`config.mk`:
```
export PLATFORM = sky130hd
export DESIGN_NAME = interval_set_xor_tracker_core
export DESIGN_NICKNAME = d
export VERILOG_FILES = /design/src/ist_pkg.sv /design/src/ist_ram.sv /design/src/ist_merge_unit.sv /design/src/interval_set_xor_tracker_core.sv
export SDC_FILE = /design/constraint.sdc
export NUM_CORES = 2
export LEC_CHECK = 0
export ABC_AREA = 1
export BUFFER_PORTS_ARGS = -buffer_cell sky130_fd_sc_hd__clkbuf_2
export CORE_ASPECT_RATIO = 1.2
export CORE_MARGIN = 2
export CORE_UTILIZATION = 47
export DETAILED_ROUTE_END_ITERATION = 10
export PLACE_DENSITY = 0.61
export SETUP_SLACK_MARGIN = 0.05
export SLEW_MARGIN = 10
export SYNTH_ARGS = -nofsm -noshare
export SYNTH_HDL_FRONTEND = slang
export SYNTH_SLANG_ARGS = --single-unit
```
`constraint.sdc`:
```
create_clock -name clk -period 11.5 [get_ports clk]
set_input_delay 1.15 -clock clk [delete_from_list [all_inputs] [get_ports clk]]
set_output_delay 1.15 -clock clk [all_outputs]
set_load 0.02 [all_outputs]
```
`src/ist_pkg.sv`:
```
// ----------------------------------------------------------------------------
// Interval set tracker package
// Shared types, constants and request codes for the even-odd interval tracker.
// ----------------------------------------------------------------------------
package ist_pkg;

    localparam int MAX_RANGES = 16;
    localparam int CNT_W      = $clog2(MAX_RANGES + 1);
    localparam int IDX_W      = (MAX_RANGES > 1) ? $clog2(MAX_RANGES) : 1;

    localparam logic FUNC_RECORD = 1'b0;
    localparam logic FUNC_QUERY  = 1'b1;

    typedef struct packed {
        logic               func;
        logic signed [31:0] span_start;
        logic signed [31:0] span_end;
    } ist_req_t;

    typedef struct packed {
        logic       is_covered;
        logic       overflowed;
        logic [4:0] range_count;
    } ist_rsp_t;

    typedef struct packed {
        logic signed [31:0] lo;
        logic signed [31:0] hi;
    } ist_pair_t;

    typedef struct packed {
        logic               s_gt_hi;
        logic               e_lt_lo;
        logic               s_ge_e;
        logic               s_lt_lo;
        logic               e_le_hi;
        logic signed [31:0] a;
        logic signed [31:0] b;
        logic signed [31:0] c;
        logic signed [31:0] d;
    } ist_fetch_t;

    typedef struct packed {
        logic               b_eq_c;
        logic               emit;
        logic signed [31:0] lo;
        logic signed [31:0] hi;
    } ist_step_t;

endpackage

```
`src/ist_ram.sv`:
```
// ----------------------------------------------------------------------------
// Generic RAM
// Single write port and single read port with a registered read.
// ----------------------------------------------------------------------------
module ist_ram #(
    parameter int WIDTH = 64,
    parameter int DEPTH = 16
) (
    input  logic                                      clk,
    input  logic                                      wr_en,
    input  logic [((DEPTH > 1) ? $clog2(DEPTH) : 1)-1:0] wr_addr,
    input  logic [WIDTH-1:0]                          wr_data,
    input  logic [((DEPTH > 1) ? $clog2(DEPTH) : 1)-1:0] rd_addr,
    output logic [WIDTH-1:0]                          rd_data
);

    logic [WIDTH-1:0] mem [DEPTH];

    always_ff @(posedge clk)
    begin
        if (wr_en)
        begin
            mem[wr_addr] <= wr_data;
        end
        rd_data <= mem[rd_addr];
    end

endmodule

```
`src/ist_merge_unit.sv`:
```
// ----------------------------------------------------------------------------
// Interval merge unit
// Shared compare and select logic used for every stored interval in turn.
// ----------------------------------------------------------------------------
module ist_merge_unit (
    input  logic signed [31:0] s,
    input  logic signed [31:0] e,
    input  ist_pkg::ist_pair_t pair,
    input  logic signed [31:0] a,
    input  logic signed [31:0] b,
    input  logic signed [31:0] c,
    output ist_pkg::ist_fetch_t fetch,
    output ist_pkg::ist_step_t  step
);
    import ist_pkg::*;

    logic s_lt_lo;
    logic e_lt_hi;
    logic b_gt_c;

    always_comb
    begin
        s_lt_lo       = s < pair.lo;
        e_lt_hi       = e < pair.hi;
        fetch.s_gt_hi = s > pair.hi;
        fetch.e_lt_lo = e < pair.lo;
        fetch.s_ge_e  = !(s < e);
        fetch.s_lt_lo = s_lt_lo;
        fetch.e_le_hi = !(pair.hi < e);
        fetch.a       = s_lt_lo ? s : pair.lo;
        fetch.b       = s_lt_lo ? pair.lo : s;
        fetch.c       = e_lt_hi ? e : pair.hi;
        fetch.d       = e_lt_hi ? pair.hi : e;
    end

    always_comb
    begin
        b_gt_c      = b > c;
        step.b_eq_c = (b == c);
        step.lo     = b_gt_c ? c : b;
        step.hi     = b_gt_c ? b : c;
        step.emit   = b_gt_c ? (a != c) : (a != b);
    end

endmodule

```
`src/interval_set_xor_tracker_core.sv`:
```
// ----------------------------------------------------------------------------
// Even-odd interval tracker
// Keeps a sorted list of disjoint half-open intervals and combines recorded
// spans with it by symmetric difference; answers coverage queries.
//
//   Channel   Handshake             Payload
//   request   req_valid/req_stall   req_data  (func, span_start, span_end)
//   response  rsp_valid/rsp_stall   rsp_data  (is_covered, overflowed, range_count)
//
// A query passes the query and output states to the response register, a record of
// an empty span only the output state, and any other record the fetch and step states
// per stored interval (the shared merge unit visits one interval per fetch/step pair),
// then finish and output. The list lives in two RAM banks; a record reads one.
// After reset the list is empty; RAM contents need no clearing pass.
// A stalled response holds; one further request is worked on meanwhile.
// ----------------------------------------------------------------------------
module interval_set_xor_tracker_core (
    input  logic              clk,
    input  logic              rst_n,
    input  logic              req_valid,
    output logic              req_stall,
    input  ist_pkg::ist_req_t req_data,
    output logic              rsp_valid,
    input  logic              rsp_stall,
    output ist_pkg::ist_rsp_t rsp_data
);
    import ist_pkg::*;

    typedef enum logic [2:0] {
        S_IDLE,
        S_QUERY,
        S_FETCH,
        S_STEP,
        S_FINISH,
        S_OUTPUT
    } state_t;

    typedef enum logic [1:0] {
        M_SKIP,
        M_MERGE,
        M_COPY
    } mode_t;

    state_t             state_reg, state_next;
    mode_t              mode_reg, mode_next;
    logic               bank_reg, bank_next;
    logic [CNT_W-1:0]   count_reg, count_next;
    logic [CNT_W-1:0]   from_reg, from_next;
    logic [CNT_W-1:0]   to_reg, to_next;
    logic signed [31:0] s_reg, s_next;
    logic signed [31:0] e_reg, e_next;
    ist_pair_t          pair_reg, pair_next;
    logic signed [31:0] a_reg, a_next;
    logic signed [31:0] b_reg, b_next;
    logic signed [31:0] c_reg, c_next;
    logic signed [31:0] d_reg, d_next;
    logic               e_lt_lo_reg, e_lt_lo_next;
    logic               cov_reg, cov_next;
    logic               ovf_reg, ovf_next;
    logic               rsp_valid_reg, rsp_valid_next;
    ist_rsp_t           rsp_data_reg, rsp_data_next;

    logic               wr_en;
    ist_pair_t          wr_pair;
    logic [CNT_W-1:0]   from_inc;
    logic               append;
    logic [63:0]        rd_raw0;
    logic [63:0]        rd_raw1;
    ist_pair_t          rd_pair;
    ist_fetch_t         fetch;
    ist_step_t          step;

    ist_ram #(
        .WIDTH ($bits(ist_pair_t)),
        .DEPTH (MAX_RANGES)
    ) u_bank0 (
        .clk     (clk),
        .wr_en   (wr_en & bank_reg),
        .wr_addr (to_reg[IDX_W-1:0]),
        .wr_data (wr_pair),
        .rd_addr (from_next[IDX_W-1:0]),
        .rd_data (rd_raw0)
    );

    ist_ram #(
        .WIDTH ($bits(ist_pair_t)),
        .DEPTH (MAX_RANGES)
    ) u_bank1 (
        .clk     (clk),
        .wr_en   (wr_en & !bank_reg),
        .wr_addr (to_reg[IDX_W-1:0]),
        .wr_data (wr_pair),
        .rd_addr (from_next[IDX_W-1:0]),
        .rd_data (rd_raw1)
    );

    assign rd_pair = bank_reg ? rd_raw1 : rd_raw0;

    ist_merge_unit u_merge (
        .s     (s_reg),
        .e     (e_reg),
        .pair  (rd_pair),
        .a     (a_reg),
        .b     (b_reg),
        .c     (c_reg),
        .fetch (fetch),
        .step  (step)
    );

    assign req_stall = (state_reg != S_IDLE);
    assign rsp_valid = rsp_valid_reg;
    assign rsp_data  = rsp_data_reg;
    assign from_inc  = from_reg + CNT_W'(1);
    assign append    = !fetch.s_ge_e;

    always_comb
    begin
        state_next     = state_reg;
        mode_next      = mode_reg;
        bank_next      = bank_reg;
        count_next     = count_reg;
        from_next      = from_reg;
        to_next        = to_reg;
        s_next         = s_reg;
        e_next         = e_reg;
        pair_next      = pair_reg;
        a_next         = a_reg;
        b_next         = b_reg;
        c_next         = c_reg;
        d_next         = d_reg;
        e_lt_lo_next   = e_lt_lo_reg;
        cov_next       = cov_reg;
        ovf_next       = ovf_reg;
        rsp_valid_next = rsp_valid_reg;
        rsp_data_next  = rsp_data_reg;
        wr_en          = 1'b0;
        wr_pair        = pair_reg;

        if (rsp_valid_reg && !rsp_stall)
        begin
            rsp_valid_next = 1'b0;
        end

        case (state_reg)
            S_IDLE:
            begin
                from_next = '0;
                to_next   = '0;
                if (req_valid)
                begin
                    s_next    = req_data.span_start;
                    e_next    = req_data.span_end;
                    mode_next = M_SKIP;
                    cov_next  = 1'b0;
                    ovf_next  = 1'b0;
                    if (req_data.func == FUNC_QUERY)
                    begin
                        state_next = S_QUERY;
                    end
                    else if (!(req_data.span_start < req_data.span_end))
                    begin
                        state_next = S_OUTPUT;
                    end
                    else if (count_reg == '0)
                    begin
                        state_next = S_FINISH;
                    end
                    else
                    begin
                        state_next = S_FETCH;
                    end
                end
            end

            S_QUERY:
            begin
                cov_next   = (count_reg == CNT_W'(1)) && !fetch.s_lt_lo && fetch.e_le_hi;
                state_next = S_OUTPUT;
            end

            S_FETCH:
            begin
                pair_next    = rd_pair;
                a_next       = fetch.a;
                b_next       = fetch.b;
                c_next       = fetch.c;
                d_next       = fetch.d;
                e_lt_lo_next = fetch.e_lt_lo;
                case (mode_reg)
                    M_SKIP:
                    begin
                        if (!fetch.s_gt_hi)
                        begin
                            mode_next = M_MERGE;
                        end
                    end
                    M_MERGE:
                    begin
                        if (fetch.s_ge_e)
                        begin
                            mode_next = M_COPY;
                        end
                    end
                    default:
                    begin
                        mode_next = M_COPY;
                    end
                endcase
                state_next = S_STEP;
            end

            S_STEP:
            begin
                if (mode_reg == M_MERGE)
                begin
                    if (e_lt_lo_reg)
                    begin
                        wr_en      = 1'b1;
                        wr_pair.lo = s_reg;
                        wr_pair.hi = e_reg;
                        to_next    = to_reg + CNT_W'(1);
                        s_next     = pair_reg.lo;
                        e_next     = pair_reg.hi;
                    end
                    else if (step.b_eq_c)
                    begin
                        s_next = a_reg;
                        e_next = d_reg;
                    end
                    else
                    begin
                        if (step.emit)
                        begin
                            wr_en      = 1'b1;
                            wr_pair.lo = a_reg;
                            wr_pair.hi = step.lo;
                            to_next    = to_reg + CNT_W'(1);
                        end
                        s_next = step.hi;
                        e_next = d_reg;
                    end
                end
                else
                begin
                    wr_en   = 1'b1;
                    to_next = to_reg + CNT_W'(1);
                end
                from_next = from_inc;
                if (from_inc < count_reg)
                begin
                    state_next = S_FETCH;
                end
                else
                begin
                    state_next = S_FINISH;
                end
            end

            S_FINISH:
            begin
                if (append && (to_reg == CNT_W'(MAX_RANGES)))
                begin
                    ovf_next = 1'b1;
                end
                else
                begin
                    if (append)
                    begin
                        wr_en      = 1'b1;
                        wr_pair.lo = s_reg;
                        wr_pair.hi = e_reg;
                    end
                    count_next = to_reg + CNT_W'(append);
                    bank_next  = !bank_reg;
                end
                state_next = S_OUTPUT;
            end

            S_OUTPUT:
            begin
                from_next = '0;
                if (!rsp_valid_reg || !rsp_stall)
                begin
                    rsp_valid_next            = 1'b1;
                    rsp_data_next.is_covered  = cov_reg;
                    rsp_data_next.overflowed  = ovf_reg;
                    rsp_data_next.range_count = 5'(count_reg);
                    state_next                = S_IDLE;
                end
            end

            default:
            begin
                state_next = S_IDLE;
            end
        endcase
    end

    always_ff @(posedge clk or negedge rst_n)
    begin
        if (!rst_n)
        begin
            state_reg     <= S_IDLE;
            mode_reg      <= M_SKIP;
            bank_reg      <= 1'b0;
            count_reg     <= '0;
            from_reg      <= '0;
            to_reg        <= '0;
            rsp_valid_reg <= 1'b0;
        end
        else
        begin
            state_reg     <= state_next;
            mode_reg      <= mode_next;
            bank_reg      <= bank_next;
            count_reg     <= count_next;
            from_reg      <= from_next;
            to_reg        <= to_next;
            rsp_valid_reg <= rsp_valid_next;
        end
    end

    always_ff @(posedge clk)
    begin
        s_reg        <= s_next;
        e_reg        <= e_next;
        pair_reg     <= pair_next;
        a_reg        <= a_next;
        b_reg        <= b_next;
        c_reg        <= c_next;
        d_reg        <= d_next;
        e_lt_lo_reg  <= e_lt_lo_next;
        cov_reg      <= cov_next;
        ovf_reg      <= ovf_next;
        rsp_data_reg <= rsp_data_next;
    end

endmodule

```
-- After elaboration in Yosys (flattened, before gate mapping)
Memory sizes are Yosys's and may differ from the RTL's. A register that Yosys moved wholly into a read port is not among the register bits.
Cells that the tools add are included.
- bitwise operators: 3
- $lt $le $gt $ge: 9
- $mul: 0
- equality and inequality tests: 19
- reduce and logical (&&, ||, !) cells: 29
- add/subtract/negate cells: 3
- div/mod/pow operators: 0
- multiplexer cells: 60
- shift-type cells: 0
- operator list (operator ; number):
    two-way mux 64 bit ; 7
    two-way mux 32 bit ; 13
    less-than comparator 32 bit ; 6
    case mux 32 bit (2 select lines) ; 2
    case mux 64 bit (2 select lines) ; 1
    greater-than comparator 32 bit ; 2
    != test 32 bit ; 2
    equality test 32 bit ; 1
    two-way mux 5 bit ; 4
    case mux 5 bit (2 select lines) ; 2
    two-way mux 3 bit ; 6
    two-way mux 1 bit ; 16
    case mux 3 bit (5 select lines) ; 1
    adder 5 x 1 -> 5 bit (second input constant) ; 2
    nonzero test 2 bit ; 5
    AND reduction 3 bit ; 3
    != test 2 bit (second input constant) ; 4
    != test 4 bit (second input constant) ; 2
    case mux 2 bit (2 select lines) ; 2
    AND reduction 2 bit ; 4
    equality test 3 x 2 -> 1 bit (second input constant) ; 2
    equality test 3 bit (second input constant) ; 2
    two-way mux 2 bit ; 3
    != test 3 bit (second input constant) ; 2
    18 further kinds ; 29
- word-level logic and storage cells: 147
- bits in registers: 288
- latch bits: 0
- memories kept: 2
- memory bits (writable): 2048
- bits in read-only memories: 0
- memories (memory ; depth ; bits a word ; rd ports ; clocked after memory_dff ; write ports ; RTL line ; source):
    u_bank0.mem ; 16 ; 64 ; 1 ; 1 ; 1 ; ist_ram.sv:17 ; logic [WIDTH-1:0] mem [DEPTH];
    u_bank1.mem ; 16 ; 64 ; 1 ; 1 ; 1 ; ist_ram.sv:17 ;

-- Depth between registers and ports, before layout
- word-level depth: 10
- depth in mapped cells: 33
- gate-level depth less buffers: 31

-- Hierarchy
From an unflattened synthesis, not the netlist that was laid out.
- cell total of the unflattened synthesis: 11318
- area total of the unflattened synthesis: 113333.7 um^2
- by module, submodules not included (module ; sequential area each (um^2) ; times used ; cells an instance ; area each (um^2)):
    ist_ram ; 32030.7 ; 2 ; 4210 ; 45285.9
    interval_set_xor_tracker_core ; 8538.2 ; 1 ; 1562 ; 15243.4
    ist_merge_unit ; 0.0 ; 1 ; 1336 ; 7518.5

-- Worst setup path after synthesis
Ideal clock, no wire load.
- kind: flip-flop to flip-flop
- from: reg state_reg[2]
- to: reg mode_reg[1]
- required time: 11.383 ns
- cell stages (with the launch flop): 6
- setup time: 0.117 ns
- clock period less this slack: 9.880 ns
- arrival time: 9.764 ns
- path buffers: 0
- slack: 1.620 ns
- path through: dfrtp_1 -> inv_1 -> nand2_1 -> nor2_1 -> inv_1 -> o31ai_1
- cells in the longest elaborated chain, start to end: 3
- elaborated cells on any way between the ends: 8
- ends and longest elaborated chain (element ; RTL line ; source):
    start, declared ; interval_set_xor_tracker_core.sv:44 ; state_t state_reg, state_next;
    start signal, assigned ; interval_set_xor_tracker_core.sv:313 ; state_reg <= state_next;
    equality test 3 x 2 -> 1 bit or logical NOT 3 bit (tied branches) ; interval_set_xor_tracker_core.sv:144 ; case (state_reg)
    != test 3 bit (no line) (tied with other cells) ; n/a ;
    AND reduction 4 bit (no line) ; n/a ;
    end signal, assigned ; interval_set_xor_tracker_core.sv:314 ; mode_reg <= mode_next;
    end, declared ; interval_set_xor_tracker_core.sv:45 ; mode_t mode_reg, mode_next;
Several ways; a longest one is shown, not always the timed one.
A chain may end at the register's enable or synchronous reset.

-- Worst setup path after layout
- from: reg b_reg[7]
- to: mem u_bank1.mem[1][23], enable pin
- cells in the longest elaborated chain, start to end: 10
- elaborated cells on any way between the ends: 12
- ends and longest elaborated chain (element ; RTL line ; source):
    start, declared ; interval_set_xor_tracker_core.sv:54 ; logic signed [31:0] b_reg, b_next;
    start signal, assigned ; interval_set_xor_tracker_core.sv:329 ; b_reg <= b_next;
    greater-than comparator 32 bit or != test 32 bit (tied branches) ; ist_merge_unit.sv:38, ist_merge_unit.sv:42 ;
    two-way mux 1 bit ; ist_merge_unit.sv:42 ; step.emit = b_gt_c ? (a != c) : (a != b);
    two-way mux 1 bit ; interval_set_xor_tracker_core.sv:232 ; if (step.emit)
    two-way mux 1 bit (*) ; interval_set_xor_tracker_core.sv:225 ; else if (step.b_eq_c)
    two-way mux 1 bit (*) ; interval_set_xor_tracker_core.sv:216 ; if (e_lt_lo_reg)
    two-way mux 1 bit (*) ; interval_set_xor_tracker_core.sv:214 ; if (mode_reg == M_MERGE)
    case mux 1 bit (2 select lines) (*) ; interval_set_xor_tracker_core.sv:144 ;
    AND 1 bit (*) ; interval_set_xor_tracker_core.sv:90 ; .wr_en (wr_en & !bank_reg),
    two-way mux 1 bit (*) ; ist_ram.sv:21 ; if (wr_en)
    two-way mux 1 bit (not written as such) (*) ; ist_ram.sv:23 ; mem[wr_addr] <= wr_data;
    end, declared ; ist_ram.sv:17 ;
Mark *: on every way between the ends. The rest lies on a longest branch, timed or not.

==> flow_metrics.env <==
export IMPL_synth_largest_area_cell="edfxtp_1"
export IMPL_synth_top_area_frac=0.6562
export IMPL_initial_core_util=0.4733
export IMPL_end_kind="register"
export IMPL_cts_max_level=4
export IMPL_chipHeight_um=524.0
export IMPL_rows=190
export IMPL_crit_buf_inv=2
export IMPL_drt_wl_total_mm=327.3
export IMPL_dp_cells=11620
export IMPL_p_switching_mw=11.34
export IMPL_worstSetupPathType="register to register"
export IMPL_antenna_found_initial=11
export IMPL_vias_per_cell=6.106
export IMPL_critPathLaunchType="register"
export IMPL_fin_tns_setup_ns=0
export IMPL_insertion_delay_ns=0.89
export IMPL_post_cts_buffers=0
export IMPL_min_period_over_period=0.6266
export IMPL_p_int_mw=19.09
export IMPL_postSynthCellCount=8958
export IMPL_first_global_vias=70010
export IMPL_fillers=18820
export IMPL_switching_share=0.3726
export IMPL_reg_top3="u_bank0.mem (1024), u_bank1.mem (1024)"
export IMPL_crit_required_ns=11.97
export IMPL_p_comb_frac=0.333
export IMPL_crit_family="simple AND/OR/NAND/NOR gates"
export IMPL_ant_nets=0
export IMPL_synth_area_top_cells="edfxtp_1 (66%), nor2_1 (5.7%), o21ai_0 (4.3%)"
export IMPL_cpMaxStageDelayCell="buf_4"
export IMPL_grt_start_max_net_pins=170
export IMPL_grt_pass1_wl_mm=477.5
export IMPL_synth_distinct_cells=50
export IMPL_routedWlPerCell_um=27.14
export IMPL_hpwl_mm=190.7
export IMPL_power_density_nw_per_um2=258.6
export IMPL_port_buffers=77
export IMPL_finalNetCount=9185
export IMPL_ys_async_sr_fraction=0.008929
export IMPL_syn_area_per_cell_um2=11.82
export IMPL_vias=73640
export IMPL_cts_root_buf="clkbuf_16"
export IMPL_grt_busiest_layer="met2"
export IMPL_synthFlopType="edfxtp_1"
export IMPL_period_needed_ns=7.206
export IMPL_synth_edf_count=2314
export IMPL_arrival_ns=7.68
export IMPL_areaGrowthSynthToFinish_pct=11.16
export IMPL_crit_path_frequent_cell="nand2_1"
export IMPL_syn_area_um2=105900
export IMPL_path_max_fanout=84
export IMPL_die_area_um2=229100
export IMPL_yosys_register_bits=2464
export IMPL_use_met2=0.4408
export IMPL_outcome="completed"
export IMPL_cts_buffers_inserted=235
export IMPL_ir_drop_mv=0.3300
export IMPL_fin_area_um2=117700
export IMPL_fin_worst_skew_ns=0.04733
export IMPL_max_stage_delay_ns=0.88
export IMPL_synth_net_count=9258
export IMPL_io_pins=78
export IMPL_dpl_cell_area_um2=109900
export IMPL_finalHoldViolCount=0
export IMPL_drc=0
export IMPL_globalRouteOverflowTotal=0
export IMPL_ctsHoldBuffers=0
export IMPL_slew_violations=0
export IMPL_coreArea_um2=223700
export IMPL_p_seq_frac=0.409
export IMPL_clock_fmax_mhz=138.8
export IMPL_grt_use_met3=0.04805
export IMPL_ys_seq_area_frac=0.6856
export IMPL_grt_use_total=0.2800
export IMPL_cts_resized_gates=0
export IMPL_hold_path_class="input port to asynchronous set/reset pin"
export IMPL_worst_pin_slew_ns=1.277
export IMPL_maxCapViolCount=0
export IMPL_die_w_um=437.3
export IMPL_drtIter0Drc=9623
export IMPL_clock_path_buffers=4
export IMPL_p_leak_nw=41.28
export IMPL_cts_tree="done"
export IMPL_maxSlewHeadroom=0.1378
export IMPL_path_cells="ha_1 -> nand2_1 -> nor2_1 -> nand4_1 -> nor2_1 -> nand2_4 -> nand3_4 -> buf_4 -> nand2_1 -> nand3_1 -> nand2_1 -> nand2_1 -> nor2_1 -> nand2_1 -> nor2_1 -> nand2_2 -> nand2_1 -> nand2_1 -> nand2_1 -> nand2_1 -> nand2_2 -> nor2_4 -> buf_4"
export IMPL_instances_no_fill=12060
export IMPL_rsz0062_at_grt="false"
export IMPL_ys_warn_count=0
export IMPL_use_met1=0.3907
export IMPL_whs_ns=0.3407
export IMPL_p_clk_frac=0.258
export IMPL_drive_gt1_frac=0.1018
export IMPL_clock_sinks=2464
export IMPL_setup_viol=0
export IMPL_firstDrtPassIters=8
export IMPL_clkTransAtPathRegs_ns=0.07
export IMPL_gp_congestion=0.9680
==> stage by stage <==
step | power (mW) | util | worst slack (ns)
final | 30.44 | 0.5262 | 4.294
after global routing | 31.78 | 0.5261 | 3.806
after CTS | 30.32 | 0.5258 | 4.275
after detailed placement | 22.55 | 0.4914 | 4.306
after global placement | 22.37 | 0.4913 | 4.354
after floorplan | 18.42 | - | 1.620
==> synth_stat cells, drive strengths merged, types with 2 or more instances <==
library cell  count
nand3b            2
o21ai           904
nor3             13
buf              83
o32ai           343
dfxtp           128
clkbuf          512
ha              231
nor4              4
a21oi           179
o211ai          293
o22ai            67
nand4            57
dfrtp            22
o31ai             4
a21o              2
inv             371
a211oi            5
nand3           294
a21boi            3
o311ai          105
o21a              7
mux2i            39
or2             207
a31oi            32
a2111oi           2
o221ai           59
nor2           1609
edfxtp         2314
nand2          1052
xor2              7
==> per-layer routing <==
layer | share of wire | wire (µm)
met4 | 0.041 | 13330
met5 | 0.000098 | 32
met1 | 0.41 | 133400
met3 | 0.093 | 30350
met2 | 0.46 | 150200
==> worst paths after layout <==
check / startpoint / depth (start not counted) / slack [ns] / end
worst max-delay path: b_reg[7] / 23 / 4.29 / u_bank1.mem[1][23]
worst min-delay path: rst_n / 1 / 0.34 / to_reg[2]
worst max register to register: b_reg[7] / 23 / 4.29 / u_bank1.mem[1][23]
worst min register to register: cov_reg / 0 / 0.42 / rsp_data[6]
max in group asynchronous: rst_n / 1 / 10.60 / bank_reg
min in group clk: cov_reg / 0 / 0.42 / rsp_data[6]
==> cell usage in the layout (no fill, tap or decap), drive strengths merged, types with 67 or more instances in the layout <==
master	count
a21oi	179
buf	208
clkbuf	386
clkinv	84
dfxtp	128
edfxtp	2314
ha	231
inv	376
nand2	1052
nand3	294
nor2	1609
o211ai	293
o21ai	904
o22ai	67
o311ai	105
o32ai	343
or2	207
==> power by group through the flow <==
stage | combinational, mW | clock [mW] | sequential [mW]
CTS | 9.96 | 7.92 | 12.4
global placement | 9.75 | 0 | 12.6
finish | 10.1 | 7.86 | 12.4
detailed placement | 9.93 | 0 | 12.6
global route | 11.1 | 8.26 | 12.5
floorplan | 5.97 | 0 | 12.4
==> cell type report <==
type | count | area (µm²) | area share
Antenna cell | 4 | 10.01 | 0.00008504
Clock buffer | 309 | 6424 | 0.05457
Clock inverter | 123 | 1274 | 0.01082
Inverter | 371 | 1416 | 0.01203
Multi-Input combinational cell | 5528 | 30010 | 0.2549
Sequential cell | 2464 | 72600 | 0.6168
Tap cell | 2976 | 3724 | 0.03164
Timing Repair Buffer | 285 | 2247 | 0.01909
==> cells by family (layout without fill, tap and decap cells) <==
| logic type | after synthesis | count (layout) | synth area share |
|---|---|---|---|
| other | 0 | 4 | 0 |
| AO/OA/AOI/OAI | 2010 | 2010 | 0.1219 |
| adder cells (fa/ha/maj) | 231 | 231 | 0.02730 |
| AND/OR/NAND/NOR | 3240 | 3240 | 0.1252 |
| multiplexers | 39 | 39 | 0.003687 |
| flip-flops | 2464 | 2464 | 0.6856 |
| XOR/XNOR | 8 | 8 | 0.0006617 |
| buffers and inverters | 966 | 1088 | 0.03558 |
Note: power is estimated with default switching activity, not from simulation.
